`config.mk`:
```
export PLATFORM = sky130hd
export DESIGN_NAME = amis_queue
export DESIGN_NICKNAME = d
export VERILOG_FILES = /design/src/design/amis_pkg.sv /design/src/design/amis_queue.sv
export VERILOG_INCLUDE_DIRS = /design/src /design/src/design
export SDC_FILE = /design/constraint.sdc
export NUM_CORES = 1
export LEC_CHECK = 0
export ABC_AREA = 0
export BUFFER_PORTS_ARGS = -buffer_cell sky130_fd_sc_hd__buf_4
export CORE_AREA = 2 2 39 41
export DETAILED_ROUTE_END_ITERATION = 10
export DIE_AREA = 0 0 41 43
export GPL_TIMING_DRIVEN = 0
export PLACE_DENSITY = 0.61
export SLEW_MARGIN = 20
export SYNTH_ARGS = -nofsm -noshare
export SYNTH_HDL_FRONTEND = slang
export SYNTH_SLANG_ARGS = --single-unit
```
`constraint.sdc`:
```
create_clock -name clk -period 1.76 [get_ports clk]
set_input_delay 0.088 -clock clk [delete_from_list [all_inputs] [get_ports clk]]
set_output_delay 0.088 -clock clk [all_outputs]
set_load 0.005 [all_outputs]
```
`src/design/at_command_modem_init_sequencer_defines.svh`:
```
// Assertion macros shared by the modem init sequencer RTL.
`ifndef AT_COMMAND_MODEM_INIT_SEQUENCER_DEFINES_SVH
`define AT_COMMAND_MODEM_INIT_SEQUENCER_DEFINES_SVH

`ifndef SYNTHESIS

// Condition must hold at every clock edge out of reset.
`define AMIS_ASSERT_ALWAYS(label, cond, msg) \
    label: assert property (@(posedge clk) disable iff (!rst_n) (cond)) else $error(msg);

// Consequent must hold in the same cycle as the antecedent.
`define AMIS_ASSERT_IMPLY(label, ante, cons, msg) \
    label: assert property (@(posedge clk) disable iff (!rst_n) (ante) |-> (cons)) \
        else $error(msg);

// Consequent must hold in the cycle after the antecedent.
`define AMIS_ASSERT_NEXT(label, ante, cons, msg) \
    label: assert property (@(posedge clk) disable iff (!rst_n) (ante) |=> (cons)) \
        else $error(msg);

`else

`define AMIS_ASSERT_ALWAYS(label, cond, msg)
`define AMIS_ASSERT_IMPLY(label, ante, cons, msg)
`define AMIS_ASSERT_NEXT(label, ante, cons, msg)

`endif

`endif

```
`src/design/amis_pkg.sv`:
```
// Types, constants and command tables of the modem init sequencer.
package amis_pkg;

    // Configuration register width and reset value.
    localparam int CFG_W = 17;
    localparam logic [CFG_W-1:0] RETRY_RESET = 17'h10000;

    // Width of the reported queue count.
    localparam int QCNT_W = 10;

    // Line terminators.
    localparam logic [7:0] CHR_CR  = 8'h0D;
    localparam logic [7:0] CHR_LF  = 8'h0A;
    localparam logic [7:0] CHR_NUL = 8'h00;

    // Init stages, encoded as reported on the result channel.
    typedef enum logic [2:0] {
        STG_NONE,
        STG_ECHO_SEND,
        STG_ECHO_SENT,
        STG_CLOSE_SEND,
        STG_CLOSE_SENT,
        STG_OPEN_SEND,
        STG_OPEN_SENT,
        STG_DONE
    } stage_t;

    // Command strings held in ROM.
    typedef enum logic [1:0] {
        CMD_SLEEP,
        CMD_ECHO,
        CMD_CLOSE,
        CMD_OPEN
    } cmd_t;

    localparam int SEG_LEN_W = 6;

    // One queued piece of a command: the first len bytes of the command, CR included.
    typedef struct packed {
        cmd_t                 cmd;
        logic [SEG_LEN_W-1:0] len;
    } seg_t;

    // Classified step passed from the line parser to the executor.
    typedef struct packed {
        logic got_ok;
        logic got_error;
        logic tx_ready;
    } evt_t;

    // Input item payload.
    typedef struct packed {
        logic       rx_valid;
        logic [7:0] rx_byte;
        logic       tx_ready;
    } item_t;

    // Result item payload.
    typedef struct packed {
        logic              tx_valid;
        logic [7:0]        tx_byte;
        logic [2:0]        init_stage;
        logic              got_ok;
        logic              got_error;
        logic [QCNT_W-1:0] queue_count;
    } result_t;

    // Command lengths including the trailing CR.
    localparam int SLEEP_N = 11;
    localparam int ECHO_N  = 5;
    localparam int CLOSE_N = 13;
    localparam int OPEN_N  = 43;

    localparam logic [8*SLEEP_N-1:0] SLEEP_STR = {"AT+QSCLK=0", CHR_CR};
    localparam logic [8*ECHO_N-1:0]  ECHO_STR  = {"ATE1", CHR_CR};
    localparam logic [8*CLOSE_N-1:0] CLOSE_STR = {"AT+QICLOSE=0", CHR_CR};
    localparam logic [8*OPEN_N-1:0]  OPEN_STR  =
        {"AT+QIOPEN=1,0,\"UDP\",\"52.4.", "126.47\",1973,0,1", CHR_CR};

    // Reply words.
    localparam int OK_N  = 2;
    localparam int ERR_N = 5;
    localparam logic [8*OK_N-1:0]  OK_STR  = "OK";
    localparam logic [8*ERR_N-1:0] ERR_STR = "ERROR";

    // Length of a command including CR.
    function automatic logic [SEG_LEN_W-1:0] cmd_len(cmd_t cmd);
        logic [SEG_LEN_W-1:0] n;
        case (cmd)
            CMD_SLEEP: n = SEG_LEN_W'(SLEEP_N);
            CMD_ECHO:  n = SEG_LEN_W'(ECHO_N);
            CMD_CLOSE: n = SEG_LEN_W'(CLOSE_N);
            CMD_OPEN:  n = SEG_LEN_W'(OPEN_N);
            default:   n = SEG_LEN_W'(SLEEP_N);
        endcase
        return n;
    endfunction

    // Byte idx of a command; the position past the text is CR.
    function automatic logic [7:0] cmd_char(cmd_t cmd, logic [SEG_LEN_W-1:0] idx);
        logic [7:0] ch;
        ch = CHR_CR;
        case (cmd)
            CMD_SLEEP:
                if (idx < SEG_LEN_W'(SLEEP_N))
                    ch = SLEEP_STR[8*(SLEEP_N-1-int'(idx)) +: 8];
            CMD_ECHO:
                if (idx < SEG_LEN_W'(ECHO_N))
                    ch = ECHO_STR[8*(ECHO_N-1-int'(idx)) +: 8];
            CMD_CLOSE:
                if (idx < SEG_LEN_W'(CLOSE_N))
                    ch = CLOSE_STR[8*(CLOSE_N-1-int'(idx)) +: 8];
            CMD_OPEN:
                if (idx < SEG_LEN_W'(OPEN_N))
                    ch = OPEN_STR[8*(OPEN_N-1-int'(idx)) +: 8];
            default:
                ch = CHR_CR;
        endcase
        return ch;
    endfunction

    // Character idx of the word OK.
    function automatic logic [7:0] ok_char(logic idx);
        return OK_STR[8*(OK_N-1-int'(idx)) +: 8];
    endfunction

    // Character idx of the word ERROR; zero past its end.
    function automatic logic [7:0] err_char(logic [2:0] idx);
        logic [7:0] ch;
        ch = CHR_NUL;
        if (idx < 3'(ERR_N))
            ch = ERR_STR[8*(ERR_N-1-int'(idx)) +: 8];
        return ch;
    endfunction

endpackage

```
`src/design/amis_queue.sv`:
```
// Two-entry queue of classified steps between the front end and the executor.
`include "at_command_modem_init_sequencer_defines.svh"

module amis_queue (
    input  logic            clk,
    input  logic            rst_n,
    input  logic            push,
    input  amis_pkg::evt_t  din,
    output logic            in_ready,
    input  logic            pop,
    output logic            out_valid,
    output amis_pkg::evt_t  dout
);

    amis_pkg::evt_t slot0_reg, slot0_next;
    amis_pkg::evt_t slot1_reg, slot1_next;
    logic [1:0]     cnt_reg, cnt_next;

    assign in_ready  = cnt_reg != 2'd2;
    assign out_valid = cnt_reg != 2'd0;
    assign dout      = slot0_reg;

    // Slot 0 is always the oldest entry.
    always_comb
    begin
        slot0_next = slot0_reg;
        slot1_next = slot1_reg;
        cnt_next   = cnt_reg;
        case ({push, pop})
            2'b11:
            begin
                if (cnt_reg == 2'd1)
                begin
                    slot0_next = din;
                end
                else
                begin
                    slot0_next = slot1_reg;
                    slot1_next = din;
                end
            end
            2'b01:
            begin
                slot0_next = slot1_reg;
                cnt_next   = cnt_reg - 2'd1;
            end
            2'b10:
            begin
                if (cnt_reg == 2'd0)
                begin
                    slot0_next = din;
                end
                else
                begin
                    slot1_next = din;
                end
                cnt_next = cnt_reg + 2'd1;
            end
            default:
            begin
                cnt_next = cnt_reg;
            end
        endcase
    end

    // Payload slots carry no reset.
    always_ff @(posedge clk)
    begin
        slot0_reg <= slot0_next;
        slot1_reg <= slot1_next;
    end

    always_ff @(posedge clk or negedge rst_n)
    begin
        if (!rst_n)
        begin
            cnt_reg <= 2'd0;
        end
        else
        begin
            cnt_reg <= cnt_next;
        end
    end

    // Occupancy never exceeds the two slots, and only a filled queue is popped.
    `AMIS_ASSERT_ALWAYS(a_queue_bound, cnt_reg <= 2'd2, "queue occupancy out of range")
    `AMIS_ASSERT_IMPLY(a_pop_nonempty, pop, cnt_reg != 2'd0, "pop from empty queue")

endmodule

```
## After elaboration in Yosys (flattened, before gate mapping)

Index checks and enable logic that the tools add are counted.

- Add/sub/neg operators: 2
- Muxes and demuxes: 7
- Eq/ne operators: 8
- Reductions and logical operators: 7

Operator list:

| kind | number |
|---|---|
| 3-bit 2-to-1 mux | 4 |
| 3-bit case mux with 3 select lines | 1 |
| 2-bit inequality test (second input constant) | 4 |
| 3-bit case mux with 2 select lines | 1 |
| 2-bit nonzero test | 3 |
| 2-bit by 1-bit == test with 1-bit output (second input constant) | 2 |
| 2-bit == test (second input constant) | 2 |
| 2-bit case mux with 2 select lines | 1 |
| 3-bit AND reduction | 1 |
| 3-bit nonzero test | 1 |
| 2-bit by 1-bit adder with 2-bit output (second input constant) | 1 |
| 2-bit zero test | 1 |
| 2-bit AND reduction | 1 |
| 2-bit by 1-bit subtractor with 2-bit output (second input constant) | 1 |

- Word-level logic and storage cells: 31
- Output and inout port bits: 5
- Bits in registers: 8

## Longest topological paths before layout

- Depth after elaboration: 3
- Depth in mapped cells: 5
- Depth with buffers taken out: 4

## Worst setup path before layout

Ideal clock, no wire load.

- Path type: reg-to-reg
- From: register cnt_reg[1]
- To: register slot0_reg (netlist bit dout[2]) (data pin)
- Data arrival time: 1.130 ns
- Data required time: 1.503 ns
- Setup slack: 0.373 ns
- Stages on the path, launching flop included: 5
- Library setup time: 0.257 ns
- Cell sequence: dfrtp_1 inv_1 ha_1 or2b_1 a32o_1

RTL lines:

| what | line | RTL |
|---|---|---|
| start, declared | amis_queue.sv:17 | `logic [1:0] cnt_reg, cnt_next;` |
| start signal, assigned | amis_queue.sv:81 | `cnt_reg <= cnt_next;` |
| end signal, assigned | amis_queue.sv:69 | `slot0_reg <= slot0_next;` |
| end, declared | amis_queue.sv:15 | `amis_pkg::evt_t slot0_reg, slot0_next;` |

==> impl_metrics.ini <==
[grt]
grt_antenna_before_repair = 0
grt_pass1_wl_um = 1330
grt_max_degree = 9
gr-usage-met1_pct = 18.9
grt.overflow.total = 0
grt_pass1_vias = 320
grt.busiest_layer = met1
grt_usage_pct = 11.9
groute.layer.met2.usage_pct = 13.1
grt_use_met3_pct = 0

[cts]
numCtsBuffers = 3
clk_latency_ns = 0.25
cts.path.max_buffers = 2
cts_num_sinks = 8
ctsRootBufferMaster = clkbuf_4
clkTransAtPathRegs_ns = 0.06
post_cts_resized = 0
htree_levels = 1
cts_tree = yes

[pwr]
p_leak_nw = 0.312
ir_drop_mv = 0.476
power_density_nw_per_um2 = 1040

[die]
core_area_um2 = 1380
die_area_um2 = 1760
initial_core_util_pct = 37.8
io_pins = 12
rows = 14
dieHeight_um = 43
fp.dieW_um = 41

[run_status]
outcome = complete, no violations

[synthesis]
synth_common_cells = 8 x ha_1, 6 x edfxtp_1, 6 x inv_1
synthMuxAreaShare_pct = 12.4
synth.top_cell.area_share_pct = 34.4
synth_area_leaders = edfxtp_1 34%, ha_1 19%, dfrtp_1 9.6%
synth_top_family_by_area = adder cells
synth-seq-cells = 8
synth_area_um2 = 523
yosysMostFrequentCell = ha_1
netlist.top_cell.by_area = edfxtp_1
synthAdderAreaFrac_pct = 19.1
syn_nets = 57
async_reset_ff_share_pct = 25.0
synth_simple_gate_area_share_pct = 6.70
synthCells = 42
synth_cell_types = 17
synth_edf_count = 6
avgSynthCellArea_um2 = 12.5
synthXorXnorAreaFrac_pct = 1.67
synth-main-ff-cell = edfxtp_1
yosys_warnings = 0
synth_compound_area_share_pct = 9.57
yosysSeqAreaShare_pct = 44.0

[timing]
fin_crit_sh_pct = 84.3
fin_crit_ns = 1.48
tightest_slew_ns = 0.351
max_freq_mhz = 674
finalHoldViolations = 0
setup_violations = 0
slew_viol_final = 0
hold_slack_ns = 0.0218
rsz0062_at_grt = false
max_slew_margin_pct = 76.6
skew_ns = 0.00214
finalSetupTns_ns = 0

[routing]
detail-route-antenna-nets = 0
drc_errors = 0
dr.pass1.iters = 4
viasPerCell = 4.59
drt_iter0_markers = 8
wirelength_um = 835
wl_per_cell_um = 11.3
via_count = 340

[placed_design]
io_buffers = 11
hpwl_um = 645
gp_congestion = 0.715

[critical_path]
r2r-start = cnt_reg[1]
end_kind = flop
r2r_slack_ns = 0.28
worstRegToRegCells = 4
cp_max_fo = 5
worstSetupPathType = reg -> reg
critPathLaunchType = flop
r2r-end = dout[2]
cp.required_ns = 1.77
arrival_ns = 1.49
crit_start = cnt_reg[1]
crit_end = dout[2]

[run]
drv_cap = 0

[final_layout]
syn2layout_area_growth_pct = 26.6
n_antenna_cell = 0
drive_gt1_share_pct = 29.3
nNetsFinal = 74

[hold_path]
hp-class = in -> reg
## placed cells by master, fill, tap and decap left out, drive strengths merged, types with 2 or more instances in the layout
cell,netlist,layout
a22oi,3,3
dfrtp,2,2
edfxtp,6,6
nand2b,3,3
inv,6,6
buf,1,12
clkbuf,0,4
ha,8,8
mux2i,5,5
## where the power goes
group          internal [mW]  switching (mW)
clock network         0.0870          0.0658
logic                  0.142           0.117
registers              0.254          0.0198
total                  0.483           0.203
## cell families after synthesis
group	after synthesis
muxes	6
xor gates and xnor gates	1
AOI/OAI and AO/OA	7
and+or+nand+nor	5
DFF	8
buffers and inverters	7
adders and majority gates	8
## how the worst min path moves through the flow
stage	start	endpoint	slack, ns	cells past startpoint
final	din[2]	slot1_reg[2]	0.02	1
after global routing	din[2]	slot1_reg[2]	0.01	1
after CTS	din[2]	slot1_reg[2]	0.02	1
after detailed placement	rst_n	cnt_reg[1]	-0.13	1
after global placement	rst_n	cnt_reg[1]	-0.13	1
after floorplan	rst_n	cnt_reg[0]	-0.21	0
## layout make-up
type | count | area [um2]
inverters | 6 | 22.5
repair buffers | 12 | 92.6
multi-input cells | 27 | 259
flip-flops and latches | 8 | 230
well taps | 16 | 20.0
fillers | 127 | 722
clock buffers | 4 | 26.3
plain buffers | 1 | 11.3
## repair_timing
| item | CTS | global route |
|---|---|---|
| endpoints found under the hold margin | 2 | 0 |
| buffers inserted | 0 | 0 |
| hold buffers | 1 | 0 |
## critical path, cell delays in order (launching register included)
cell,delay (ns)
dfrtp_1,0.38
inv_1,0.10
ha_1,0.28
or2b_1,0.25
a32o_1,0.24
## layer usage
metal  part of all wire, %  up-vias
met4                   2.4        0
met3                   4.6        2
met2                    41       11
met5                     0        -
li1                      -      176
met1                    51      151
## metrics by stage
stage	utilization (%)	total power [mW]	cell area (um2)	std cells	worst slack [ns]
final	47.8	0.686	662	74	0.276
after global routing	47.8	0.739	662	74	0.185
after CTS	47.8	0.695	662	74	0.275
after detailed placement	45.2	0.537	626	69	0.282
after global placement	45.2	0.534	626	69	0.291
after floorplan	-	0.441	523	42	0.373
Note: power is estimated with default switching activity, not from simulation.
