## src/design/at_command_modem_init_sequencer_defines.svh

```systemverilog
// Assertion macros shared by the modem init sequencer RTL.
`ifndef AT_COMMAND_MODEM_INIT_SEQUENCER_DEFINES_SVH
`define AT_COMMAND_MODEM_INIT_SEQUENCER_DEFINES_SVH

`ifndef SYNTHESIS

// Condition must hold at every clock edge out of reset.
`define AMIS_ASSERT_ALWAYS(label, cond, msg) \
    label: assert property (@(posedge clk) disable iff (!rst_n) (cond)) else $error(msg);

// Consequent must hold in the same cycle as the antecedent.
`define AMIS_ASSERT_IMPLY(label, ante, cons, msg) \
    label: assert property (@(posedge clk) disable iff (!rst_n) (ante) |-> (cons)) \
        else $error(msg);

// Consequent must hold in the cycle after the antecedent.
`define AMIS_ASSERT_NEXT(label, ante, cons, msg) \
    label: assert property (@(posedge clk) disable iff (!rst_n) (ante) |=> (cons)) \
        else $error(msg);

`else

`define AMIS_ASSERT_ALWAYS(label, cond, msg)
`define AMIS_ASSERT_IMPLY(label, ante, cons, msg)
`define AMIS_ASSERT_NEXT(label, ante, cons, msg)

`endif

`endif

```

## src/design/amis_pkg.sv

```systemverilog
// Types, constants and command tables of the modem init sequencer.
package amis_pkg;

    // Configuration register width and reset value.
    localparam int CFG_W = 17;
    localparam logic [CFG_W-1:0] RETRY_RESET = 17'h10000;

    // Width of the reported queue count.
    localparam int QCNT_W = 10;

    // Line terminators.
    localparam logic [7:0] CHR_CR  = 8'h0D;
    localparam logic [7:0] CHR_LF  = 8'h0A;
    localparam logic [7:0] CHR_NUL = 8'h00;

    // Init stages, encoded as reported on the result channel.
    typedef enum logic [2:0] {
        STG_NONE,
        STG_ECHO_SEND,
        STG_ECHO_SENT,
        STG_CLOSE_SEND,
        STG_CLOSE_SENT,
        STG_OPEN_SEND,
        STG_OPEN_SENT,
        STG_DONE
    } stage_t;

    // Command strings held in ROM.
    typedef enum logic [1:0] {
        CMD_SLEEP,
        CMD_ECHO,
        CMD_CLOSE,
        CMD_OPEN
    } cmd_t;

    localparam int SEG_LEN_W = 6;

    // One queued piece of a command: the first len bytes of the command, CR included.
    typedef struct packed {
        cmd_t                 cmd;
        logic [SEG_LEN_W-1:0] len;
    } seg_t;

    // Classified step passed from the line parser to the executor.
    typedef struct packed {
        logic got_ok;
        logic got_error;
        logic tx_ready;
    } evt_t;

    // Input item payload.
    typedef struct packed {
        logic       rx_valid;
        logic [7:0] rx_byte;
        logic       tx_ready;
    } item_t;

    // Result item payload.
    typedef struct packed {
        logic              tx_valid;
        logic [7:0]        tx_byte;
        logic [2:0]        init_stage;
        logic              got_ok;
        logic              got_error;
        logic [QCNT_W-1:0] queue_count;
    } result_t;

    // Command lengths including the trailing CR.
    localparam int SLEEP_N = 11;
    localparam int ECHO_N  = 5;
    localparam int CLOSE_N = 13;
    localparam int OPEN_N  = 43;

    localparam logic [8*SLEEP_N-1:0] SLEEP_STR = {"AT+QSCLK=0", CHR_CR};
    localparam logic [8*ECHO_N-1:0]  ECHO_STR  = {"ATE1", CHR_CR};
    localparam logic [8*CLOSE_N-1:0] CLOSE_STR = {"AT+QICLOSE=0", CHR_CR};
    localparam logic [8*OPEN_N-1:0]  OPEN_STR  =
        {"AT+QIOPEN=1,0,\"UDP\",\"52.4.", "126.47\",1973,0,1", CHR_CR};

    // Reply words.
    localparam int OK_N  = 2;
    localparam int ERR_N = 5;
    localparam logic [8*OK_N-1:0]  OK_STR  = "OK";
    localparam logic [8*ERR_N-1:0] ERR_STR = "ERROR";

    // Length of a command including CR.
    function automatic logic [SEG_LEN_W-1:0] cmd_len(cmd_t cmd);
        logic [SEG_LEN_W-1:0] n;
        case (cmd)
            CMD_SLEEP: n = SEG_LEN_W'(SLEEP_N);
            CMD_ECHO:  n = SEG_LEN_W'(ECHO_N);
            CMD_CLOSE: n = SEG_LEN_W'(CLOSE_N);
            CMD_OPEN:  n = SEG_LEN_W'(OPEN_N);
            default:   n = SEG_LEN_W'(SLEEP_N);
        endcase
        return n;
    endfunction

    // Byte idx of a command; the position past the text is CR.
    function automatic logic [7:0] cmd_char(cmd_t cmd, logic [SEG_LEN_W-1:0] idx);
        logic [7:0] ch;
        ch = CHR_CR;
        case (cmd)
            CMD_SLEEP:
                if (idx < SEG_LEN_W'(SLEEP_N))
                    ch = SLEEP_STR[8*(SLEEP_N-1-int'(idx)) +: 8];
            CMD_ECHO:
                if (idx < SEG_LEN_W'(ECHO_N))
                    ch = ECHO_STR[8*(ECHO_N-1-int'(idx)) +: 8];
            CMD_CLOSE:
                if (idx < SEG_LEN_W'(CLOSE_N))
                    ch = CLOSE_STR[8*(CLOSE_N-1-int'(idx)) +: 8];
            CMD_OPEN:
                if (idx < SEG_LEN_W'(OPEN_N))
                    ch = OPEN_STR[8*(OPEN_N-1-int'(idx)) +: 8];
            default:
                ch = CHR_CR;
        endcase
        return ch;
    endfunction

    // Character idx of the word OK.
    function automatic logic [7:0] ok_char(logic idx);
        return OK_STR[8*(OK_N-1-int'(idx)) +: 8];
    endfunction

    // Character idx of the word ERROR; zero past its end.
    function automatic logic [7:0] err_char(logic [2:0] idx);
        logic [7:0] ch;
        ch = CHR_NUL;
        if (idx < 3'(ERR_N))
            ch = ERR_STR[8*(ERR_N-1-int'(idx)) +: 8];
        return ch;
    endfunction

endpackage

```

## src/design/amis_if.sv

```systemverilog
// Valid/ready channel interfaces for the input items and the result items.
interface amis_item_if;
    logic                valid;
    logic                ready;
    amis_pkg::item_t     payload;

    modport source (output valid, output payload, input ready);
    modport sink   (input valid, input payload, output ready);
endinterface


```

## src/design/amis_front.sv

```systemverilog
// Front end: accepts items and matches received lines against OK and ERROR.
`include "at_command_modem_init_sequencer_defines.svh"

module amis_front #(
    parameter int LINE_DEPTH = 128
) (
    input  logic            clk,
    input  logic            rst_n,
    amis_item_if.sink       item,
    input  logic            q_ready,
    output logic            evt_push,
    output amis_pkg::evt_t  evt
);

    localparam int LW = $clog2(LINE_DEPTH + 1);

    logic [LW-1:0] len_reg, len_next;
    logic          ok_m_reg, ok_m_next;
    logic          err_m_reg, err_m_next;
    logic [7:0]    c;
    logic          accept;
    logic          is_end;
    logic          room;
    logic          ok_hit;
    logic          err_hit;

    // An item is taken whenever the queue has a free slot.
    assign item.ready = q_ready;
    assign accept     = item.valid && q_ready;
    assign evt_push   = accept;

    // Classify the received byte against the line state.
    always_comb
    begin
        c       = item.payload.rx_byte;
        is_end  = (c == amis_pkg::CHR_CR) || (c == amis_pkg::CHR_LF) ||
                  (c == amis_pkg::CHR_NUL);
        room    = len_reg < LW'(LINE_DEPTH);
        ok_hit  = (len_reg < LW'(amis_pkg::OK_N)) &&
                  (c == amis_pkg::ok_char(len_reg[0]));
        err_hit = (len_reg < LW'(amis_pkg::ERR_N)) &&
                  (c == amis_pkg::err_char(len_reg[2:0]));

        evt.got_ok    = item.payload.rx_valid && room && is_end && ok_m_reg &&
                        (len_reg == LW'(amis_pkg::OK_N));
        evt.got_error = item.payload.rx_valid && room && is_end && err_m_reg &&
                        (len_reg == LW'(amis_pkg::ERR_N));
        evt.tx_ready  = item.payload.tx_ready;
    end

    // Line buffer bookkeeping: length and running word matches.
    always_comb
    begin
        len_next   = len_reg;
        ok_m_next  = ok_m_reg;
        err_m_next = err_m_reg;
        if (accept && item.payload.rx_valid)
        begin
            if (room)
            begin
                if (!is_end)
                begin
                    ok_m_next  = ok_m_reg && ok_hit;
                    err_m_next = err_m_reg && err_hit;
                end
                len_next = len_reg + LW'(1);
            end
            if (is_end)
            begin
                len_next   = '0;
                ok_m_next  = 1'b1;
                err_m_next = 1'b1;
            end
        end
    end

    always_ff @(posedge clk or negedge rst_n)
    begin
        if (!rst_n)
        begin
            len_reg   <= '0;
            ok_m_reg  <= 1'b1;
            err_m_reg <= 1'b1;
        end
        else
        begin
            len_reg   <= len_next;
            ok_m_reg  <= ok_m_next;
            err_m_reg <= err_m_next;
        end
    end

    // The line length saturates at the buffer size.
    `AMIS_ASSERT_ALWAYS(a_line_bound, len_reg <= LW'(LINE_DEPTH), "line length overran buffer")

endmodule

```

## src/flat_wrapper.sv

```systemverilog
// flat-port wrapper written by rule: the top's interface ports become plain ports
module amis_front_flat 
#(
    parameter int LINE_DEPTH = 128
)
  (clk, rst_n, q_ready, evt_push, evt, item_valid, item_payload, item_ready);
  amis_item_if item_i ();
  input  logic clk;
  input  logic rst_n;
  input  logic q_ready;
  output logic evt_push;
  output amis_pkg::evt_t evt;
  input wire logic [$bits(item_i.valid)-1:0] item_valid;
  input wire logic [$bits(item_i.payload)-1:0] item_payload;
  output wire logic [$bits(item_i.ready)-1:0] item_ready;
  assign item_i.valid = item_valid;
  assign item_i.payload = item_payload;
  assign item_ready = item_i.ready;
  amis_front #(.LINE_DEPTH(LINE_DEPTH)) u_core (.clk(clk), .rst_n(rst_n), .item(item_i), .q_ready(q_ready), .evt_push(evt_push), .evt(evt));
endmodule
```

## config.mk

```make
export PLATFORM = sky130hd
export DESIGN_NAME = amis_front_flat
export DESIGN_NICKNAME = d
export VERILOG_FILES = /design/src/design/amis_pkg.sv /design/src/design/amis_if.sv /design/src/design/amis_front.sv /design/src/flat_wrapper.sv
export VERILOG_INCLUDE_DIRS = /design/src /design/src/design
export SDC_FILE = /design/constraint.sdc
export NUM_CORES = 1
export LEC_CHECK = 0
export ABC_AREA = 1
export BUFFER_PORTS_ARGS = -buffer_cell sky130_fd_sc_hd__buf_2
export CAP_MARGIN = 20
export CORE_ASPECT_RATIO = 0.6
export CORE_MARGIN = 5
export CORE_UTILIZATION = 40
export CTS_BUF_LIST = sky130_fd_sc_hd__clkbuf_16
export DETAILED_ROUTE_END_ITERATION = 16
export GPL_TIMING_DRIVEN = 0
export PLACE_DENSITY = 0.62
export SYNTH_ARGS = -nofsm -noshare
export SYNTH_HDL_FRONTEND = slang
export SYNTH_SLANG_ARGS = --single-unit
```

## constraint.sdc

```tcl
create_clock -name clk -period 1.9 [get_ports clk]
set_clock_uncertainty 0.05 [all_clocks]
set_input_delay 0.095 -clock clk [delete_from_list [all_inputs] [get_ports clk]]
set_output_delay 0.095 -clock clk [all_outputs]
set_load 0.1 [all_outputs]
```

# Word-level counts from Yosys, hierarchy flattened
# Cells that the tools add are included.
totals:
  mem_count: 0
  romBits: 0
  reg_bits: 10
  out_inout_bits: 5
  latch_bits: 0
  ram_bits: 0
classes:
  div: 0
  n_shift: 2
  multipliers: 0
  bitwise: 0
  reduce_logical: 17
  addsub: 3
  mux: 7
  eq_ne: 6
  magnitude_cmp: 4
ops:
  columns: ["op", "n"]
  rows:
  - ["$shiftx 40x32->8 const A", 1]
  - ["$shiftx 16x32->8 const A", 1]
  - ["$mux 8", 3]
  - ["$eq 8x4->1 const B", 2]
  - ["$eq 8x8->1", 2]
  - ["$logic_and 1x1->1", 12]
  - ["$add 8x1->8 const B", 1]
  - ["$eq 8x2->1 const B", 1]
  - ["$eq 8x3->1 const B", 1]
  - ["$logic_not 8->1", 1]
  - ["$lt 8x2->1 const B", 1]
  - ["$lt 8x3->1 const B", 1]
  - ["$lt 8x8->1 const B", 1]
  - ["$mux 1", 4]
  - ["$sub 3x3->4 const A", 1]
  - ["$lt 3x3->1 const B", 1]
  - ["$logic_or 1x1->1", 2]
  - ["$reduce_and 2->1", 1]
  - ["$reduce_bool 2->1", 1]
  - ["$sub 1x1->2 const A", 1]

# Logic depth before layout (Yosys ltp)
logic_depth:
  word_depth: 8
  ltp_mapped: 14
  mapped_depth_nobuf: 14

# Least setup slack after synthesis
# Ideal clock, no wire load.
synth_timing:
  kind: "register to output"
  startpoint: "register u_core.len_reg[0]"
  endpoint: "output evt[2] in the netlist's numbering"
  arrival_ps: 2841
  setup_slack_ps: -1086
  path_buffers: 0
  path_stages_with_launch: 5
  path_cell_list: "dfrtp_1 > inv_2 > ha_1 > nand3_1 > nor3_1"
synth_rtl:
  columns: ["element", "line_no", "source"]
  rows:
  - ["start, declared", "amis_front.sv:17", "logic [LW-1:0] len_reg, len_next;"]
  - ["start signal, assigned", "amis_front.sv:87", "len_reg <= len_next;"]
  - ["end, declared", "flat_wrapper.sv:12", "output amis_pkg::evt_t evt;"]

# Worst setup path after layout
layout_timing:
  startpoint: "register u_core.len_reg[0]"
  endpoint: "register u_core.err_m_reg"
layout_via:
  elab_chain_len: 8
layout_rtl:
  columns: ["element", "line_no", "source"]
  rows:
  - ["$sub 3x3->4", "amis_pkg.sv:132", "ch = ERR_STR[8*(ERR_N-1-int'(idx)) +: 8];"]
  - ["$shiftx 40x32->8", "amis_pkg.sv:132", null]
  - ["$mux 8", "amis_pkg.sv:131", "if (idx < 3'(ERR_N))"]
  - ["$eq 8x8->1", "amis_front.sv:42", "(c == amis_pkg::err_char(len_reg[2:0]));"]
  - ["$logic_and 1x1->1", "amis_front.sv:41", "err_hit = (len_reg < LW'(amis_pkg::ERR_N)) &&"]
  - ["$logic_and 1x1->1", "amis_front.sv:64", "err_m_next = err_m_reg && err_hit;"]
  - ["$mux 1", "amis_front.sv:59", "if (room)"]
  - ["$mux 1", "amis_front.sv:68", "if (is_end)"]
  - ["end signal, assigned", "amis_front.sv:89", "err_m_reg <= err_m_next;"]
  - ["end, declared", "amis_front.sv:19", "logic err_m_reg, err_m_next;"]
# Parallel ways exist; a longest one is shown, timed or not. The select of a mux whose other input is x is not followed.
# A chain may end at the register's enable or synchronous reset.

==> reports/metrics.yaml <==
run_status:
  status: "complete, no violations"
clock_tree:
  clk_latency_ns: 0.24
  cts_tree: "yes"
  clkSinkCount: 10
  buffer_depth_of_the_longest_clock_path: 2
  cts_buffers: 3
  cts.reportedPaths.clkPinSlew_ns: 0.04
  htree_num_levels: 1
  cts.root.buffer_cell: "clkbuf_16"
grt:
  remaining_global_route_overflow: 0
  wire_length_of_the_first_global_routing_pass_um: 4170
  track_usage_pct: 16.3
  grt_start_max_net_pins: 11
  vias_in_the_first_global_route: 878
  antenna_found_initial: 0
worst_setup_path:
  capturing_element_of_the_worst_setup_path: "u_core.err_m_reg"
  worstSetupPathType: "flip-flop to flip-flop"
  crit-reg2reg-capture: "u_core.err_m_reg"
  critPathLaunch: "u_core.len_reg[0]"
  worst_ep_required_time_ns: 2.03
  crit_arrival_ns: 1.89
  worst_r2r_path_depth: 13
  crit_path_max_fanout: 9
  rr_startpoint: "u_core.len_reg[0]"
  setup.worst_path.start_class: "flip-flop"
  critical_path.endpoint_type: "flip-flop"
  worst_setup_slack_for_register_to_register_paths_ns: 0.14
final_layout:
  antenna_cells_inserted: 0
  largest_register_ff_count: 8
  mostFrequentLayoutCell: "nand2_1"
  layout-drive-gt1-share_pct: 25.1
  mostFrequentLayoutCells: "nand2_1, inv_1, buf_2, nor2_1, nand3_1"
  flow.area_growth_from_synthesis_pct: 25.4
  design.final.nets: 190
  final_core_density_pct: 54.1
  final-instance-count-excl-fill: 201
  finalInstanceArea_mm2: 0.00121
hold_path:
  min-delay-path-class: "input pin to flip-flop"
  hold_path_depth: 6
die:
  placeableCoreArea_mm2: 0.00223
  boundaryPins: 19
  die_width_um: 73.3
  initial_standard_cell_utilization_of_the_core_pct: 43.2
  placementRows: 13
  die-area_mm2: 0.00352
  chipHeight_um: 48.0
timing:
  setup_violations: 0
  timing_hold_violations_final: 0
  fmax_ghz: 0.568
  finalCritPeriodShare_pct: 92.6
  rsz0062_at_grt: "no"
  timing.final.max_slew_violations: 0
  worstMarginPinSlew_ns: 0.503
  finalWorstSetupSlack_ns: 0.140
  maxSlewHeadroom_pct: 66.3
  finalWorstPathRequiredPeriod_ns: 1.76
synthesis:
  yosysWarningCount: 0
  netlist_area_um2: 962
  syn-instance-count: 149
  flip_flop_and_latch_count_after_synthesis: 10
  synth.lib_cells_used.distinct: 28
  syn_avg_cell_area_um2: 6.46
  synth_sequential_area_ratio_pct: 26.3
  syn_nets: 167
run:
  number_of_max_capacitance_violations_reported: 0
place:
  numPortBuffers: 17
  number_of_placed_cells_counting_well_taps: 196
  total_placed_instance_area_mm2: 0.00109
  post-place-ws_ns: -0.00536
  gpl.final_weighted_congestion: 0.801
  hpwl_um: 1910
route:
  wirelength_um: 2480
  drt_pass1_iterations: 4
  final_antenna_violating_net_count: 0
  drt-wirelength-per-cell_um: 12.3
  drt-vias-per-instance: 4.94
  routed-via-count: 992
  drt_iter0_drc: 55
  drc: 0
power:
  total_leakage_power_nw: 0.611
  peakVddDrop_mv: 0.526
  powerDensity_mw_per_mm2: 698
-- routing by layer --
layer  GRT usage [%]  up-vias  part of all wire (%)
met5               0        -                     0
met2            24.2       24                    42
met3            6.29        2                   6.1
met4            3.61        0                  0.32
met1            22.5      451                    52
li1                -      515                     -
-- worst max-delay path, stage by stage (launching register included) --
cell and delay [ns]:
dfrtp_2 0.47, inv_4 0.13, ha_4 0.22, nor2_1 0.14
nand2_1 0.10, nand2_1 0.07, nand2_1 0.04, nor2_1 0.09
nand2_1 0.06, nor2_1 0.08, nand2_1 0.07, nand2_1 0.07
nand2_1 0.06, nand2_1 0.05
-- per-stage QoR --
| step | total power, mW | TNS (ns) | hold slack [ns] |
|---|---|---|---|
| 5_1_grt | 0.898 | 0 | 0.182 |
| 3_3_place_gp | 0.450 | -0.00127 | -0.0774 |
| 6_report | 0.842 | 0 | 0.143 |
| 3_5_place_dp | 0.454 | -0.00536 | -0.0777 |
| 4_1_cts | 0.841 | 0 | 0.145 |
| 2_1_floorplan | 0.401 | -0.443 | -0.251 |
-- synth_stat cells, drive strengths merged --
master	count	area, µm²
nand3b	1	7.51
dfrtp	8	200
nand2	47	186
or2	3	18.8
buf	5	36.3
o21ai	9	60.1
nand3	14	70.1
a21oi	5	28.8
nor2	17	81.3
nand4	3	18.8
ha	4	50.1
dfstp	2	52.6
nor3	4	20.0
xor2	3	26.3
and2	1	6.26
xnor2	2	17.5
nor4	1	6.26
inv	20	75.1
-- report_power, final --
group	total (mW)	switching, mW	internal (mW)
Sequential	0.261	0.0236	0.237
Clock	0.379	0.103	0.276
Combinational	0.203	0.128	0.0743
-- cells by family after synthesis --
family | count (synthesis) | synth area share, %
DFF | 10 | 26.3
adders and majority gates | 4 | 5.20
AOI/OAI and AO/OA | 14 | 9.23
buffers and inverters | 25 | 11.6
and+or+nand+nor | 91 | 43.2
xor gates and xnor gates | 5 | 4.55
-- cell type report --
type | instances | area [µm²]
fillers | 213 | 1020
multi-input cells | 114 | 621
flip-flops and latches | 10 | 255
repair buffers | 18 | 100
inverters | 20 | 77.6
clock buffers | 3 | 75.1
well taps | 30 | 37.5
plain buffers | 5 | 36.3
clock inverters | 1 | 3.75
-- how the worst min path moves through the flow --
stage | slack, ns | end | startpoint
final | 0.14 | u_core.ok_m_reg | item_payload[8]
after floorplan | -0.25 | u_core.len_reg[0] | rst_n
after global routing | 0.18 | u_core.ok_m_reg | item_payload[8]
after global placement | -0.08 | u_core.len_reg[7] | rst_n
after CTS | 0.14 | u_core.ok_m_reg | item_payload[8]
after detailed placement | -0.08 | u_core.len_reg[7] | rst_n
-- what timing repair did --
action / in CTS / in global routing
hold endpoints to repair: 10 / 0
gates resized for setup: 1 / 6
hold buffers: 1 / 0
pin swaps: 0 / 1
setup endpoints to repair: 1 / 3
setup buffers: 0 / 0
Note: power is estimated with default switching activity, not from simulation.
